$ cat config.mk
export PLATFORM = sky130hd
export DESIGN_NAME = lz78_cell
export DESIGN_NICKNAME = d
export VERILOG_FILES = /design/src/lz78_pkg.sv /design/src/lz78_cell.sv
export SDC_FILE = /design/constraint.sdc
export NUM_CORES = 1
export LEC_CHECK = 0
export ABC_AREA = 1
export BUFFER_PORTS_ARGS = -buffer_cell sky130_fd_sc_hd__buf_2
export CAP_MARGIN = 20
export CORE_MARGIN = 2
export CORE_UTILIZATION = 48
export DETAILED_ROUTE_END_ITERATION = 8
export GPL_TIMING_DRIVEN = 1
export PLACE_DENSITY_LB_ADDON = 0.1
export SLEW_MARGIN = 20
export SYNTH_ARGS = -nofsm -noshare
export SYNTH_HDL_FRONTEND = slang
export SYNTH_SLANG_ARGS = --single-unit
$ cat constraint.sdc
create_clock -name clk -period 3.89 [get_ports clk]
set_input_delay 0.389 -clock clk [delete_from_list [all_inputs] [get_ports clk]]
set_output_delay 0.389 -clock clk [all_outputs]
set_load 0.02 [all_outputs]
$ cat src/lz78_pkg.sv
// Shared constants and types for the LZ78 factor encoder.
package lz78_pkg;

  localparam int SYM_W         = 8;
  localparam int PREFIX_W      = 10;
  localparam int DICT_SIZE_DEF = 1024;

  typedef struct packed {
    logic compare;
    logic write;
  } cell_cmd_t;

endpackage

$ cat src/lz78_cell.sv
// One dictionary cell: stores a phrase entry, compares it with the key, chains the hit index.
module lz78_cell
  import lz78_pkg::*;
#(
  parameter int IDX_W   = 10,
  parameter int NF_W    = 11,
  parameter int CellIdx = 1
) (
  input  logic             clk,
  input  logic             rst,
  input  cell_cmd_t        cmd,
  input  logic [IDX_W-1:0] key_parent,
  input  logic [SYM_W-1:0] key_byte,
  input  logic [NF_W-1:0]  next_free,
  input  logic [IDX_W-1:0] hit_chain_in,
  output logic [IDX_W-1:0] hit_chain_out
);

  logic [IDX_W-1:0] parent;
  logic [SYM_W-1:0] entry_byte;
  logic             hit;
  logic             live;

  assign live = NF_W'(CellIdx) < next_free;

  always_ff @(posedge clk) begin
    if (rst) begin
      hit <= 1'b0;
    end else if (cmd.compare) begin
      hit <= live && (parent == key_parent) && (entry_byte == key_byte);
    end
  end

  always_ff @(posedge clk) begin
    if (cmd.write && (next_free == NF_W'(CellIdx))) begin
      parent     <= key_parent;
      entry_byte <= key_byte;
    end
  end

  assign hit_chain_out = hit_chain_in | (hit ? IDX_W'(CellIdx) : '0);

endmodule

==> flow_summary_export.csv <==
group,metric,value,unit
outcome,status,"finished, final reports clean",
yosys,synth_xor_area_frac,0.02506,
yosys,syn_nets,174,
min_path,min_path_type,"input port to register",
worst_setup_path,cp-startpoint,"next_free[4]",
sta,hold_slack,0.2372,ns
route,routedWlPerCell,9.187,um
cts,cts.htree.levels,1,
sta,final.setup.tns,0,ns
sta,finalSetupViolCount,0,
power_and_ir_drop,p_per_area,295.0,mW/mm^2
flow_run,maxCapViolCount,0,
route,wl_met3,79,um
sta,fmax,652.0,MHz
global_routing,grt_antenna_before_repair,0,
yosys,synth_edf_count,18,
yosys,synth-warning-count,0,
yosys,synth_commonest_cells,"nand2_1, inv_1, edfxtp_1",
worst_setup_path,critPathLaunchType,"input port",
route,drc,0,
route,vias,799,
cts,cts_buffers,3,
die,io_pins,53,
route,wirelength,1718,um
worst_setup_path,worst_setup_path_end_kind,"register",
yosys,synth_area_leaders,"edfxtp_1, nand2_1, inv_1",
cts,post_cts_resized,0,
worst_setup_path,cp_top_family,"simple AND/OR/NAND/NOR gates",
worst_setup_path,worst_path_max_delay_cell,"and3_1",
global_routing,grt_max_degree,19,
cts,clock_latency,0.29,ns
yosys,yosysMostFrequentCell,"nand2_1",
cts,cts_tree,"built",
yosys,ys_types,14,
die,die_area,0.002574,mm^2
yosys,synth_top_family_by_area,"simple AND/OR/NAND/NOR gates",
worst_setup_path,worst_path_most_repeated_cell,"nor2_1",
die,die_w,50.74,um
yosys,yosysTopAreaCellShare,0.5155,
route,route.met2.wl,832,um
power_and_ir_drop,ir_drop,210.5,uV
yosys,netlist_instances,131,
yosys,avgSynthCellArea,8.004,um^2
place,hpwl,1395,um
sta,tightest_slew,0.7968,ns
sta,drv_slew,0,
route,top_layer,"met4",
cts,cts-root-buf,"clkbuf_4",
global_routing,gr-total-overflow,0,
worst_setup_path,crit_fanout,18,
die,initial_core_util,0.5238,
cts,cts.path.max_buffers,2,
yosys,yosys.area.top_type,"edfxtp_1",
cells_and_area,final_util,0.6050,
sta,setup_ws,2.356,ns
min_path,min-delay-start,"rst",
cells_and_area,diodes,0,
cells_and_area,area_growth,15.51,%
place,place_ws,1.996,ns
yosys,synth_area,0.001049,mm^2
worst_setup_path,cp.arrival,1.46,ns
global_routing,grt_pass1_wl,2863,um
worst_setup_path,crit_chain,"buf_2, nor2_1, nand3_1, nor2_1, and3_1",
route,vias_per_cell,4.273,
worst_setup_path,slowest_delay,0.69,ns
yosys,synth_ff_type,"edfxtp_1",
cells_and_area,nets,204,
yosys,ys_ff_latch,19,
route,drt_iter0_drc,11,
worst_setup_path,reg2reg_from,"parent[6]$_DFFE_PP_",
route,first_pass_iters,4,
cts,post_cts_buffers,0,
worst_setup_path,critical_path_buf_inv_count,1,
cts,cts.clk_slew.worst_paths,0.10,ns
yosys,async_reset_ff_frac,0,
sta,fin_crit_sh,0.3943,
worst_setup_path,critPathRequiredTime,3.82,ns
yosys,ys_seq_area_frac,0.5346,
yosys,synth.area.mux_share,0,
sta,finalCriticalPeriod,1.534,ns
route,wl_met1,767,um
power_and_ir_drop,leakagePower,0.6423,nW
yosys,synthAdderAreaFrac,0,
place,portBuffers,34,
sta,relSlewSlack,0.4688,
power_and_ir_drop,p_total,0.3573,mW
sta,hold_viol,0,
cells_and_area,fillers,214,
global_routing,gr-usage-all-layers,0.1497,
cts,hold_buffers,0,
global_routing,grt_pass1_vias,755,
cells_and_area,drive_above_1_share,0.2500,
sta,rsz0062_at_grt,"false",
sta,finClkSkew,0.004570,ns
route,antenna_left,0,
cts,cts.sinks,19,
yosys,yosys.area_share.simple,0.2578,
place,gp_congestion,0.7036,
die,die_h,50.74,um
die,fp-row-count,16,
yosys,synth_compound_area_frac,0.01790,
die,core_area,0.002002,mm^2
worst_setup_path,worstSetupPathType,"input port to register",
metrics by stage:
stage                     instances  area (um^2)
after detailed placement        183         1185
final                           187         1211
after global placement          183         1185
after global routing            187         1211
after floorplan                 131         1049
after CTS                       187         1211
worst paths after layout:
check                                           end  slack [ns]  cells past startpoint
worst max-delay path            parent[7]$_DFFE_PP_        2.36                      5
worst min-delay path               hit$_SDFFE_PP0P_        0.24                      2
worst min register to register     hit$_SDFFE_PP0P_        0.49                      2
worst max register to register     hit$_SDFFE_PP0P_        2.83                      7
power by group:
group	leakage [nW]	switching, mW	internal (mW)
Clock	0.0150	0.0574	0.0399
Sequential	0.170	0.0000270	0.223
Combinational	0.458	0.0176	0.0192
flip-flops by register name (all words and copies together), names as in the netlist:
register and count:
entry_byte 8, hit 1, parent 10
routing by layer:
| layer | global-route usage | up-vias |
|---|---|---|
| li1 | - | 442 |
| met1 | 0.1712 | 328 |
| met2 | 0.2610 | 21 |
| met3 | 0.01786 | 8 |
| met4 | 0.09910 | 0 |
| met5 | 0 | - |
area by class of cell:
class,count,area [um^2],share of cell area
multi-input combinational,75,315.3,0.2603
clock buffer,4,26.28,0.02169
inverter,28,105.1,0.08678
sequential,19,560.5,0.4628
timing repair buffer,34,170.2,0.1405
tap,27,33.78,0.02789
cell usage in the layout, fill, tap and decap left out:
master,n
nor2_1,17
buf_2,34
clkbuf_1,1
nand3_1,3
a21oi_2,1
inv_1,28
nand2_1,46
nor2_2,1
and3_1,1
or2_2,1
o21ai_1,1
clkbuf_4,3
xnor2_1,3
edfxtp_1,18
dfxtp_1,1
o21ai_0,1
cell families (layout without fill, tap and decap cells):
kind of cell	after synthesis	in the layout
and+or+nand+nor	69	69
buffers and inverters	37	66
DFF	19	19
AOI/OAI and AO/OA	3	3
xor gates and xnor gates	3	3
No activity file was read; power rests on OpenSTA's default activity.
